===== src/rtl/trwd_pkg.sv =====
// Shared types, register codes and constants for the throttle ramp and waveform drive.
`timescale 1ns / 1ps
`default_nettype none

package trwd_pkg;

  localparam int SPEED_MAX      = 1023;
  localparam int WAVE_STEPS_DEF = 100;

  localparam int CFG_IDX_W  = 3;
  localparam int CFG_DATA_W = 15;

  // Configuration register indexes
  localparam logic [CFG_IDX_W-1:0] CFG_INTERVAL   = 3'd0;
  localparam logic [CFG_IDX_W-1:0] CFG_STEP       = 3'd1;
  localparam logic [CFG_IDX_W-1:0] CFG_TRI_THRESH = 3'd2;
  localparam logic [CFG_IDX_W-1:0] CFG_SLEW       = 3'd3;
  localparam logic [CFG_IDX_W-1:0] CFG_PHASE_INC  = 3'd4;

  // Brake levels
  localparam logic [2:0] BRAKE_OFF       = 3'd0;
  localparam logic [2:0] BRAKE_LIGHT     = 3'd1;
  localparam logic [2:0] BRAKE_MEDIUM    = 3'd2;
  localparam logic [2:0] BRAKE_HEAVY     = 3'd3;
  localparam logic [2:0] BRAKE_EMERGENCY = 3'd4;

  // Drive waveform kinds
  localparam logic [1:0] KIND_CLASSIC   = 2'd0;
  localparam logic [1:0] KIND_TRIANGLE  = 2'd1;
  localparam logic [1:0] KIND_TRAPEZOID = 2'd2;

  // Reciprocal tables for the trapezoid slopes: Q16, wide enough for any step count
  localparam int RCP_SHIFT = 16;
  localparam int RCP_W     = 23;

  // Target clamp as seen by a 10-bit speed
  localparam logic [9:0] SPEED_CAP = (SPEED_MAX > 1023) ? 10'd1023 : 10'(SPEED_MAX);

  typedef struct packed {
    logic [9:0]  interval;
    logic [7:0]  step;
    logic [9:0]  tri_thresh;
    logic [9:0]  slew;
    logic [14:0] phase_inc;
  } cfg_t;

  typedef struct packed {
    logic [9:0] target;
    logic [2:0] brake;
    logic       fwd;
    logic       wen;
  } item_t;

  typedef struct packed {
    logic [9:0] duty;
    logic [1:0] kind;
  } drive_t;

endpackage

`default_nettype wire


===== src/rtl/throttle_ramp_waveform_drive.sv =====
// Top level: handshakes, configuration registers, input and result registers.
// Usage:
//   One input item is one 1 ms tick: target speed, brake level, direction and
//   waveform enable. Each accepted item yields exactly one result item: drive
//   duty, ramped speed, waveform kind and the two H-bridge inputs.
//   Input and result channels use valid/ready; an item moves when both are high.
//   After input acceptance the item sits in the input register while the ramp
//   and waveform logic run, then lands in the result register, where result
//   valid rises. Throughput is one item per cycle while the receiver is ready;
//   the speed and waveform state advance exactly once per item, as it leaves
//   the input register.
//   When the receiver stalls, the result register holds and the input register
//   still takes one more item; input ready drops only when both are full.
//   Configuration writes use their own valid/ready channel with an index and
//   data; ready is always high. Write only while no item is in flight.
//   Synchronous reset loads the register defaults, zeroes speed and waveform
//   state with the triangle set to rise, and empties both registers.
`timescale 1ns / 1ps
`default_nettype none

module throttle_ramp_waveform_drive #(
  parameter int WAVE_STEPS = trwd_pkg::WAVE_STEPS_DEF
) (
  input  logic                               clk,
  input  logic                               rst,
  input  logic                               in_valid,
  output logic                               in_ready,
  input  logic [9:0]                         goal_speed,
  input  logic [2:0]                         brake_sel,
  input  logic                               forward,
  input  logic                               waveform_enable,
  output logic                               out_valid,
  input  logic                               out_ready,
  output logic [9:0]                         pwm_duty,
  output logic [9:0]                         speed_now,
  output logic [1:0]                         wave_kind,
  output logic                               bridge_in1,
  output logic                               bridge_in2,
  input  logic                               cfg_valid,
  output logic                               cfg_ready,
  input  logic [trwd_pkg::CFG_IDX_W-1:0]     cfg_index,
  input  logic [trwd_pkg::CFG_DATA_W-1:0]    cfg_data
);
  import trwd_pkg::*;

  cfg_t   cfg;
  logic   s1_valid;
  item_t  s1_item;
  logic   s1_go;
  logic   out_free;
  logic [9:0] speed_next;
  drive_t drive;

  assign cfg_ready = 1'b1;
  assign out_free  = !out_valid || out_ready;
  assign s1_go     = s1_valid && out_free;
  assign in_ready  = !s1_valid || out_free;

  always_ff @(posedge clk) begin
    if (rst) begin
      cfg.interval   <= 10'd20;
      cfg.step       <= 8'd1;
      cfg.tri_thresh <= 10'd300;
      cfg.slew       <= 10'd50;
      cfg.phase_inc  <= 15'd3200;
    end else if (cfg_valid) begin
      unique case (cfg_index)
        CFG_INTERVAL:   cfg.interval   <= cfg_data[9:0];
        CFG_STEP:       cfg.step       <= cfg_data[7:0];
        CFG_TRI_THRESH: cfg.tri_thresh <= cfg_data[9:0];
        CFG_SLEW:       cfg.slew       <= cfg_data[9:0];
        CFG_PHASE_INC:  cfg.phase_inc  <= cfg_data;
        default: ;
      endcase
    end
  end

  // input register
  always_ff @(posedge clk) begin
    if (rst) begin
      s1_valid <= 1'b0;
    end else if (in_ready) begin
      s1_valid <= in_valid;
    end
  end

  always_ff @(posedge clk) begin
    if (in_valid && in_ready) begin
      s1_item.target <= goal_speed;
      s1_item.brake  <= brake_sel;
      s1_item.fwd    <= forward;
      s1_item.wen    <= waveform_enable;
    end
  end

  trwd_ramp u_ramp (
    .clk        (clk),
    .rst        (rst),
    .adv        (s1_go),
    .item       (s1_item),
    .cfg        (cfg),
    .speed_next (speed_next)
  );

  trwd_wave #(
    .WAVE_STEPS (WAVE_STEPS)
  ) u_wave (
    .clk   (clk),
    .rst   (rst),
    .adv   (s1_go),
    .wen   (s1_item.wen),
    .speed (speed_next),
    .cfg   (cfg),
    .drive (drive)
  );

  // result register
  always_ff @(posedge clk) begin
    if (rst) begin
      out_valid <= 1'b0;
    end else if (out_free) begin
      out_valid <= s1_valid;
    end
  end

  always_ff @(posedge clk) begin
    if (s1_go) begin
      pwm_duty   <= drive.duty;
      speed_now  <= speed_next;
      wave_kind  <= drive.kind;
      bridge_in1 <= s1_item.fwd;
      bridge_in2 <= !s1_item.fwd;
    end
  end

  // a stalled item in the input register must not be dropped
  a_s1_hold: assert property (@(posedge clk) disable iff (rst)
    (s1_valid && !out_free) |=> s1_valid)
    else $error("input register item lost during stall");

  a_classic_duty: assert property (@(posedge clk) disable iff (rst)
    (out_valid && wave_kind == KIND_CLASSIC) |-> (pwm_duty == speed_now))
    else $error("classic duty differs from speed");

  a_trap_bound: assert property (@(posedge clk) disable iff (rst)
    (out_valid && wave_kind == KIND_TRAPEZOID) |-> (pwm_duty <= speed_now))
    else $error("trapezoid duty above speed");

endmodule

`default_nettype wire


===== src/rtl/trwd_ramp.sv =====
// Momentum counter and speed ramp with brake handling.
`timescale 1ns / 1ps
`default_nettype none

module trwd_ramp (
  input  logic             clk,
  input  logic             rst,
  input  logic             adv,
  input  trwd_pkg::item_t  item,
  input  trwd_pkg::cfg_t   cfg,
  output logic [9:0]       speed_next
);
  import trwd_pkg::*;

  logic [9:0]  speed;
  logic [9:0]  interval_count;
  logic [9:0]  interval_count_next;
  logic [9:0]  target;
  logic [10:0] cnt_inc;
  logic        fire;
  logic [7:0]  brake_dec;
  logic [10:0] up_sum;
  logic [9:0]  ramped;

  always_comb begin
    target  = (item.target > SPEED_CAP) ? SPEED_CAP : item.target;
    cnt_inc = {1'b0, interval_count} + 11'd1;
    fire    = (cnt_inc >= {1'b0, cfg.interval});
    up_sum  = {1'b0, speed} + {3'b000, cfg.step};

    unique case (item.brake)
      BRAKE_LIGHT:     brake_dec = 8'd2;
      BRAKE_MEDIUM:    brake_dec = 8'd4;
      BRAKE_HEAVY:     brake_dec = 8'd8;
      BRAKE_EMERGENCY: brake_dec = 8'd20;
      default:         brake_dec = cfg.step;
    endcase

    priority if (item.brake != BRAKE_OFF) begin
      ramped = (speed > {2'b00, brake_dec}) ? speed - {2'b00, brake_dec} : 10'd0;
    end else if (speed < target) begin
      ramped = (up_sum > {1'b0, target}) ? target : up_sum[9:0];
    end else if (speed > target) begin
      // stop at the target when the last step would overshoot it
      ramped = ((speed - target) < {2'b00, cfg.step}) ? target
                                                      : speed - {2'b00, cfg.step};
    end else begin
      ramped = speed;
    end

    speed_next          = fire ? ramped : speed;
    interval_count_next = fire ? 10'd0 : cnt_inc[9:0];
  end

  always_ff @(posedge clk) begin
    if (rst) begin
      speed          <= 10'd0;
      interval_count <= 10'd0;
    end else if (adv) begin
      speed          <= speed_next;
      interval_count <= interval_count_next;
    end
  end

endmodule

`default_nettype wire


===== src/rtl/trwd_wave.sv =====
// Drive waveform generator: classic, triangle slew and phase-stepped trapezoid.
`timescale 1ns / 1ps
`default_nettype none

module trwd_wave #(
  parameter int WAVE_STEPS = trwd_pkg::WAVE_STEPS_DEF
) (
  input  logic             clk,
  input  logic             rst,
  input  logic             adv,
  input  logic             wen,
  input  logic [9:0]       speed,
  input  trwd_pkg::cfg_t   cfg,
  output trwd_pkg::drive_t drive
);
  import trwd_pkg::*;

  localparam int STEP_W  = $clog2(WAVE_STEPS);
  localparam int RISE    = WAVE_STEPS * 2 / 10;
  localparam int FLAT    = WAVE_STEPS * 6 / 10;
  localparam int PROD_W  = 10 + RCP_W;
  localparam int QUOT_W  = PROD_W - RCP_SHIFT;
  localparam int RCP_N   = 2 ** STEP_W;

  typedef logic [STEP_W-1:0] mod_lut_t [256];
  typedef logic [RCP_W-1:0]  rcp_lut_t [RCP_N];

  function automatic mod_lut_t build_mod_lut();
    mod_lut_t lut;
    for (int i = 0; i < 256; i++) begin
      lut[i] = STEP_W'(i % WAVE_STEPS);
    end
    return lut;
  endfunction

  // ceil(k * 2^16 / RISE): exact floor division for 10-bit speeds; fall shares RISE
  function automatic rcp_lut_t build_rcp_lut();
    rcp_lut_t lut;
    for (int k = 0; k < RCP_N; k++) begin
      lut[k] = RCP_W'(((k << RCP_SHIFT) + RISE - 1) / RISE);
    end
    return lut;
  endfunction

  localparam mod_lut_t MOD_LUT = build_mod_lut();
  localparam rcp_lut_t RCP_LUT = build_rcp_lut();

  logic [9:0]        tri_level;
  logic              tri_up;
  logic [STEP_W-1:0] wave_step;
  logic [7:0]        phase_frac;
  logic              enable_prev;

  logic [9:0]        tri_level_next;
  logic              tri_up_next;
  logic [STEP_W-1:0] wave_step_next;
  logic [7:0]        phase_frac_next;

  logic              en_rise;
  logic [9:0]        tri_cur;
  logic              up_cur;
  logic [STEP_W-1:0] step_cur;
  logic [11:0]       tri_sum;
  logic [9:0]        tri_new;
  logic              up_new;
  logic [15:0]       phase_sum;
  logic [7:0]        step_idx;
  logic [STEP_W-1:0] step_new;
  logic              in_rise;
  logic              in_flat;
  logic [STEP_W-1:0] mul_idx;
  logic [PROD_W-1:0] prod;
  logic [QUOT_W-1:0] quot;
  logic [9:0]        trap_duty;

  always_comb begin
    // turning the generator on restarts both waveforms
    en_rise  = wen && !enable_prev;
    tri_cur  = en_rise ? 10'd0 : tri_level;
    up_cur   = en_rise ? 1'b1 : tri_up;
    step_cur = en_rise ? '0 : wave_step;

    tri_sum = {2'b00, tri_cur} + {2'b00, cfg.slew};
    if (up_cur) begin
      if (tri_sum >= {2'b00, speed}) begin
        tri_new = speed;
        up_new  = 1'b0;
      end else begin
        tri_new = tri_sum[9:0];
        up_new  = 1'b1;
      end
    end else begin
      if (tri_cur <= cfg.slew) begin
        tri_new = 10'd0;
        up_new  = 1'b1;
      end else begin
        tri_new = tri_cur - cfg.slew;
        up_new  = 1'b0;
      end
    end

    phase_sum = {8'h00, phase_frac} + {1'b0, cfg.phase_inc};
    step_idx  = 8'(step_cur) + phase_sum[15:8];
    step_new  = MOD_LUT[step_idx];
    in_rise   = (step_new < STEP_W'(RISE));
    in_flat   = (step_new < STEP_W'(RISE + FLAT));
    mul_idx   = in_rise ? step_new : step_new - STEP_W'(RISE + FLAT);
    prod      = PROD_W'(speed) * PROD_W'(RCP_LUT[mul_idx]);
    quot      = prod[PROD_W-1:RCP_SHIFT];

    priority if (in_rise) begin
      trap_duty = quot[9:0];
    end else if (in_flat) begin
      trap_duty = speed;
    end else begin
      // saturate where the fall runs longer than its nominal length
      trap_duty = (quot >= QUOT_W'(speed)) ? 10'd0 : speed - quot[9:0];
    end

    tri_level_next  = tri_cur;
    tri_up_next     = up_cur;
    wave_step_next  = step_cur;
    phase_frac_next = phase_frac;

    priority if (!wen) begin
      drive.duty = speed;
      drive.kind = KIND_CLASSIC;
    end else if (speed == 10'd0) begin
      drive.duty = 10'd0;
      drive.kind = (cfg.tri_thresh != 10'd0) ? KIND_TRIANGLE : KIND_TRAPEZOID;
    end else if (speed < cfg.tri_thresh) begin
      drive.duty     = tri_new;
      drive.kind     = KIND_TRIANGLE;
      tri_level_next = tri_new;
      tri_up_next    = up_new;
    end else begin
      drive.duty      = trap_duty;
      drive.kind      = KIND_TRAPEZOID;
      wave_step_next  = step_new;
      phase_frac_next = phase_sum[7:0];
    end
  end

  always_ff @(posedge clk) begin
    if (rst) begin
      tri_level   <= 10'd0;
      tri_up      <= 1'b1;
      wave_step   <= '0;
      phase_frac  <= 8'h00;
      enable_prev <= 1'b0;
    end else if (adv) begin
      tri_level   <= tri_level_next;
      tri_up      <= tri_up_next;
      wave_step   <= wave_step_next;
      phase_frac  <= phase_frac_next;
      enable_prev <= wen;
    end
  end

endmodule

`default_nettype wire


===== config.mk =====
export PLATFORM = sky130hd
export DESIGN_NAME = throttle_ramp_waveform_drive
export DESIGN_NICKNAME = d
export VERILOG_FILES = /design/src/rtl/trwd_pkg.sv /design/src/rtl/throttle_ramp_waveform_drive.sv /design/src/rtl/trwd_ramp.sv /design/src/rtl/trwd_wave.sv
export SDC_FILE = /design/constraint.sdc
export NUM_CORES = 1
export LEC_CHECK = 0
export BUFFER_PORTS_ARGS = -buffer_cell sky130_fd_sc_hd__buf_2
export CAP_MARGIN = 30
export CORE_AREA = 2 2 227 229
export DETAILED_ROUTE_END_ITERATION = 10
export DIE_AREA = 0 0 229 231
export PLACE_DENSITY = 0.56
export SLEW_MARGIN = 20
export SYNTH_ARGS = -nofsm -noshare
export SYNTH_HDL_FRONTEND = slang
export SYNTH_SLANG_ARGS = --single-unit

===== constraint.sdc =====
create_clock -name clk -period 17.1 [get_ports clk]
set_input_delay 1.71 -clock clk [delete_from_list [all_inputs] [get_ports clk]]
set_output_delay 1.71 -clock clk [all_outputs]
set_load 0.01 [all_outputs]

Word level (Yosys, flattened, before mapping)
Memory sizes are Yosys's and may differ from the RTL's.
Index checks and enable logic that the tools add are counted.
{ "word_totals": {"regBits": 141, "inputBits": 38, "latchBits": 0, "mem_bits_ro": 4736, "mem_bits_rw": 0, "mem_count": 2} }
{ "classes": {"n_eq_ne": 8, "magnitude_cmp": 15, "n_div": 0, "shifts": 0, "n_mul": 1, "n_mux": 40, "bitwise": 4, "add_sub_neg": 11, "reduce_logical": 19} }
{ "memory_table": {"columns": ["memory", "depth", "width", "read_ports", "rd_clocked_by_memory_dff", "wr", "line_no", "source"], "rows": [
  ["(no name shown)", 128, 23, 1, 0, 0, "trwd_wave.sv:108", "prod = PROD_W'(speed) * PROD_W'(RCP_LUT[mul_idx]);"],
  ["(no name shown)", 256, 7, 1, 0, 0, "trwd_wave.sv:104", "step_new = MOD_LUT[step_idx];"]
]} }
{ "ops": {"columns": ["op", "count"], "rows": [
  ["2-to-1 mux 10 bit", 19],
  ["2-to-1 mux 7 bit", 7],
  ["2-to-1 mux 23 bit", 2],
  ["2-to-1 mux 12 bit", 3],
  ["multiplier 10 x 23 -> 33 bit", 1],
  ["case mux 8 bit (4 select lines)", 1],
  ["subtractor 10 bit", 3],
  ["less-than comparator 10 bit", 2],
  ["subtractor 10 x 8 -> 10 bit", 2],
  ["greater-or-equal comparator 17 x 10 -> 1 bit", 1],
  ["adder 8 x 15 -> 16 bit", 1],
  ["equality test 3 x 2 -> 1 bit, second input constant", 4],
  ["greater-or-equal comparator 12 x 10 -> 1 bit", 1],
  ["adder 10 x 1 -> 11 bit, second input constant", 1],
  ["adder 10 x 10 -> 11 bit", 1],
  ["adder 10 x 8 -> 11 bit", 1],
  ["greater-or-equal comparator 11 x 10 -> 1 bit", 1],
  ["greater-than comparator 11 x 10 -> 1 bit", 1],
  ["greater-than comparator 10 bit", 1],
  ["greater-than comparator 10 bit, second input constant", 1],
  ["greater-than comparator 10 x 8 -> 1 bit", 1],
  ["<= comparator 10 bit", 1],
  ["logical NOT 10 bit", 1],
  ["less-than comparator 10 x 8 -> 1 bit", 1],
  ["21 further kinds", 40]
]} }

Depth between registers and ports, before layout
{ "logic_depth": {"depth_word": 22, "ltp_mapped": 70, "ltp_nobuf": 67} }

By module
Synthesis repeated with hierarchy kept, for this count alone.
{ "unflattened": {"hier_cells": 2347, "area_unflattened_um2": 19386.1} }
{ "by_module_without_submodules": {"columns": ["mod", "cells_each", "area_per_inst_um2", "n_inst", "seq_area_each_um2"], "rows": [
  ["trwd_wave", 1522, 11707.5, 1, 540.5],
  ["trwd_ramp", 570, 4262.8, 1, 400.4],
  ["throttle_ramp_waveform_drive", 255, 3415.8, 1, 2272.2]
]} }

Worst setup path after synthesis
OpenSTA, ideal clock, no wires.
{ "synth_path": {"path_type": "reg-to-reg", "startpoint": "register, netlist name cfg[0]", "endpoint": "register pwm_duty[9] (data pin)", "stages_incl_launch_ff": 63, "slack_ns": 4.233, "n_path_buf": 4, "t_required_ns": 16.937, "arrival_time_ns": 12.705, "path_cell_list": "dfxtp_1 > ha_1 > inv_1 > fa_1 > nor2b_1 > o21ai_0 > nand2b_1 > a21o_1 > a21o_1 > a21o_1 > a21oi_1 > xnor2_1 > ha_1 > inv_1 > fa_1 > nor2b_1 > o31a_1 > mux2_4 > (+27 left out) > o21ai_0 > xor2_1 > inv_1 > ha_1 > a21oi_1 > o21bai_1 > a21o_1 > a21o_1 > a21oi_1 > o21bai_1 > a21oi_1 > nor2b_1 > o21ai_0 > and4_1 > and2_1 > buf_1 > a31oi_1 > o221ai_1"} }
{ "synth_rtl": {"columns": ["element", "line_no", "source"], "rows": [
  ["to (signal assigned)", "throttle_ramp_waveform_drive.sv:128", "pwm_duty <= drive.duty;"],
  ["to (decl)", "throttle_ramp_waveform_drive.sv:34", "output logic [9:0] pwm_duty,"]
]} }

==> results_dict.tcl <==
set metrics [dict create \
    endpoint_kind "flop" \
    worstSkewPairLatency_ns 0.44 \
    worst_slew_pin_slew_ns 0.955 \
    ioPinCount 65 \
    tns_ns 0 \
    wl_per_cell_um 18.1 \
    synth-main-ff-cell "dfxtp_1" \
    setup_viol 0 \
    synth_top_area_frac 0.145 \
    p_per_area_nw_per_um2 65.5 \
    mappedNetlistNets 2721 \
    fmax_mhz 65.3 \
    die_area_um2 52900 \
    switching_share 0.395 \
    p_leak_nw 9.44 \
    seq_area_um2 3210 \
    critPathSlowestCell "nand2_1" \
    drt_pass1_iterations 6 \
    syn_inst 2343 \
    finClkSkew_ns 0.0139 \
    setup_slack_ns 1.80 \
    yosysSeqAreaShare 0.174 \
    critPathMaxFanout 22 \
    yosysTopAreaCell "ha_1" \
    synth_fa_ha_area_frac 0.281 \
    vdd_ir_drop_max_uv 67.3 \
    cts_made_buffers 17 \
    synth_xor_area_frac 0.0396 \
    rsz0062_at_grt "no" \
    holdBufCountCts 0 \
    gr-total-overflow 0 \
    cp-start-kind "flop" \
    crit_path_end "pwm_duty[9]" \
    worst-setup-path-type "reg2reg" \
    tritoncts "yes" \
    port_buffers 63 \
    crit_arrival_ns 15.58 \
    fin_nets 2733 \
    cts_sinks 141 \
    grt_usage 0.210 \
    yosysWarnings 0 \
    synth_compound_area_frac 0.216 \
    core_area_um2 50700 \
    path_clk_slew_ns 0.07 \
    drc 0 \
    synth_cell_types 99 \
    initial_core_util 0.365 \
    hold_path_class "reg2reg" \
    post-cts-setup-buffer-count 0 \
    cp-startpoint "cfg[0]" \
    r2r_start "cfg[0]" \
    outcome "complete, no violations" \
    sequentialPowerShare 0.279 \
    gr-usage-met1 0.278 \
    wl_um 55100 \
    mostFrequentLayoutCells "291 x nand2_1, 282 x inv_1, 214 x ha_1" \
    gr-usage-met3 0.0254 \
    final_layout_size_suffix_gt1_frac 0.0693 \
    die_h_um 231 \
    vias 16600 \
    worstRegToRegCells 57 \
    drt-initial-drc-count 1268 \
    slowest_delay_ns 0.84 \
    postRouteAntennaNets 0 \
    synth_area_um2 18500 \
    finalHoldViolations 0 \
    antenna_found_initial 1 \
    place_hpwl_um 43500 \
    synth_top_family_by_area "adder cells" \
    die_x_um 229 \
    grt_max_degree 91 \
    cts_resized 0 \
    pwr-share-comb 0.423 \
    synth.avg_cell_area_um2 7.90 \
    p_sw_w 0.000520 \
    yosys-top-cells-area "ha_1 14%, fa_1 14%, dfxtp_1 11%" \
    synth-simple-area-share 0.184 \
    async_reset_ff_frac 0 \
    slew_headroom 0.363 \
    grt_pass1_vias 16400 \
    grt.busiest_layer "met2" \
    layout_commonest_cell "nand2_1" \
    area_growth_pct 8.66 \
    viasPerCell 5.45 \
    grt_pass1_wl_um 89000 \
    core.rowCount 83 \
    multi_input_area_um2 13900 \
    synth_edf_count 39 \
    antenna_cells 0 \
    fillerInstances 5283 \
    synthMuxAreaShare 0.0267 \
    h-tree-depth 4 \
    cts_buffer_depth 2 \
    drv_slew 0 \
    min_period_ns 15.30 \
    dp_slack_ns 2.03 \
    maxCapViolCount 0 \
    worstPathRequired_ns 17.37 \
    internal-power_w 0.000797 \
    power_frac_clock 0.298 \
    finalCritPeriodShare 0.895 \
    root_buffer "clkbuf_16" \
    timing.rr.end "pwm_duty[9]" \
    synth-seq-cells 141 \
    place.gp.congestion 0.904 \
    rrSetupSlack_ns 1.80 \
    globalRouteMet2Util 0.360 \
]
[power groups by stage]
stage	Sequential (W)	Combinational (W)	Clock [W]
2_1_floorplan	0.000371	0.000409	0
3_3_place_gp	0.000375	0.000547	0
3_5_place_dp	0.000375	0.000554	0
4_1_cts	0.000368	0.000557	0.000399
5_1_grt	0.000369	0.000632	0.000414
6_report	0.000368	0.000557	0.000393
[logic make-up (layout without fill, tap and decap cells)]
group           count (synthesis)  count (layout)
mux                            48              48
fa+ha+maj                     340             340
buf+inv                       382             407
flops                         141             141
compound gates                605             605
other cells                     1               1
xor+xnor                       82              82
simple gates                  744             744
[worst max-delay path, delay by kind of cell, from the launching register on]
| kind | cells | cell delay, ns |
|---|---|---|
| and+or+nand+nor | 9 | 2.68 |
| adders and majority gates | 12 | 4.49 |
| buffers and inverters | 6 | 0.96 |
| muxes | 1 | 0.71 |
| DFF | 1 | 0.31 |
| AOI/OAI and AO/OA | 26 | 4.95 |
| xor gates and xnor gates | 3 | 0.99 |
[flip-flops by register name (all words and copies together) (netlist names), 7 cells and up]
name / flops
speed_now: 10
u_wave.wave_step: 7
u_ramp.interval_count: 10
u_ramp.speed: 10
u_wave.phase_frac: 8
u_wave.tri_level: 10
pwm_duty: 10
cfg: 53
s1_item: 15
[layout make-up]
class / count / area share
Sequential cell: 141 / 0.160
Timing Repair Buffer: 86 / 0.0246
Clock inverter: 13 / 0.00740
Inverter: 289 / 0.0539
Clock buffer: 19 / 0.0231
Multi-Input combinational cell: 1820 / 0.689
Tap cell: 680 / 0.0423
[how the worst min path moves through the flow]
stage | startpoint | to | slack [ns] | depth (start not counted)
after detailed placement | u_wave.tri_level[2] | u_wave.tri_level[2] | 0.44 | 2
after global routing | s1_item[1] | bridge_in1 | 0.47 | 0
after global placement | u_wave.tri_level[2] | u_wave.tri_level[2] | 0.43 | 2
final | u_wave.phase_frac[2] | u_wave.phase_frac[2] | 0.46 | 2
after floorplan | u_wave.tri_level[2] | u_wave.tri_level[2] | 0.42 | 2
after CTS | s1_item[1] | bridge_in1 | 0.45 | 0
[metrics by stage]
step | instance area (um^2) | hold slack, ns | utilization | total power, W | cells
floorplan | 18500 | 0.417 | - | 0.000780 | 2343
global placement | 19500 | 0.432 | 0.385 | 0.000923 | 3014
detailed placement | 19500 | 0.438 | 0.385 | 0.000929 | 3014
CTS | 20100 | 0.452 | 0.397 | 0.00132 | 3046
global route | 20100 | 0.474 | 0.397 | 0.00142 | 3048
finish | 20100 | 0.455 | 0.397 | 0.00132 | 3048
[layer usage]
layer  wire length [um]  up-vias
li1                   -     8049
met1              24800     8040
met2              26300      440
met3               2560       80
met4               1390        2
met5                 10        -
[Yosys cell counts, types with 29 or more instances]
library cell	number
a21o_1	55
a21oi_1	184
and2_1	32
clkbuf_1	71
dfxtp_1	102
edfxtp_1	39
fa_1	126
ha_1	214
inv_1	282
mux2i_1	43
nand2_1	291
nand2b_1	33
nand3_1	40
nor2_1	204
nor3_1	39
o21ai_0	108
o21bai_1	29
xnor2_1	46
xor2_1	34
Power figures use the tool's default switching activity.
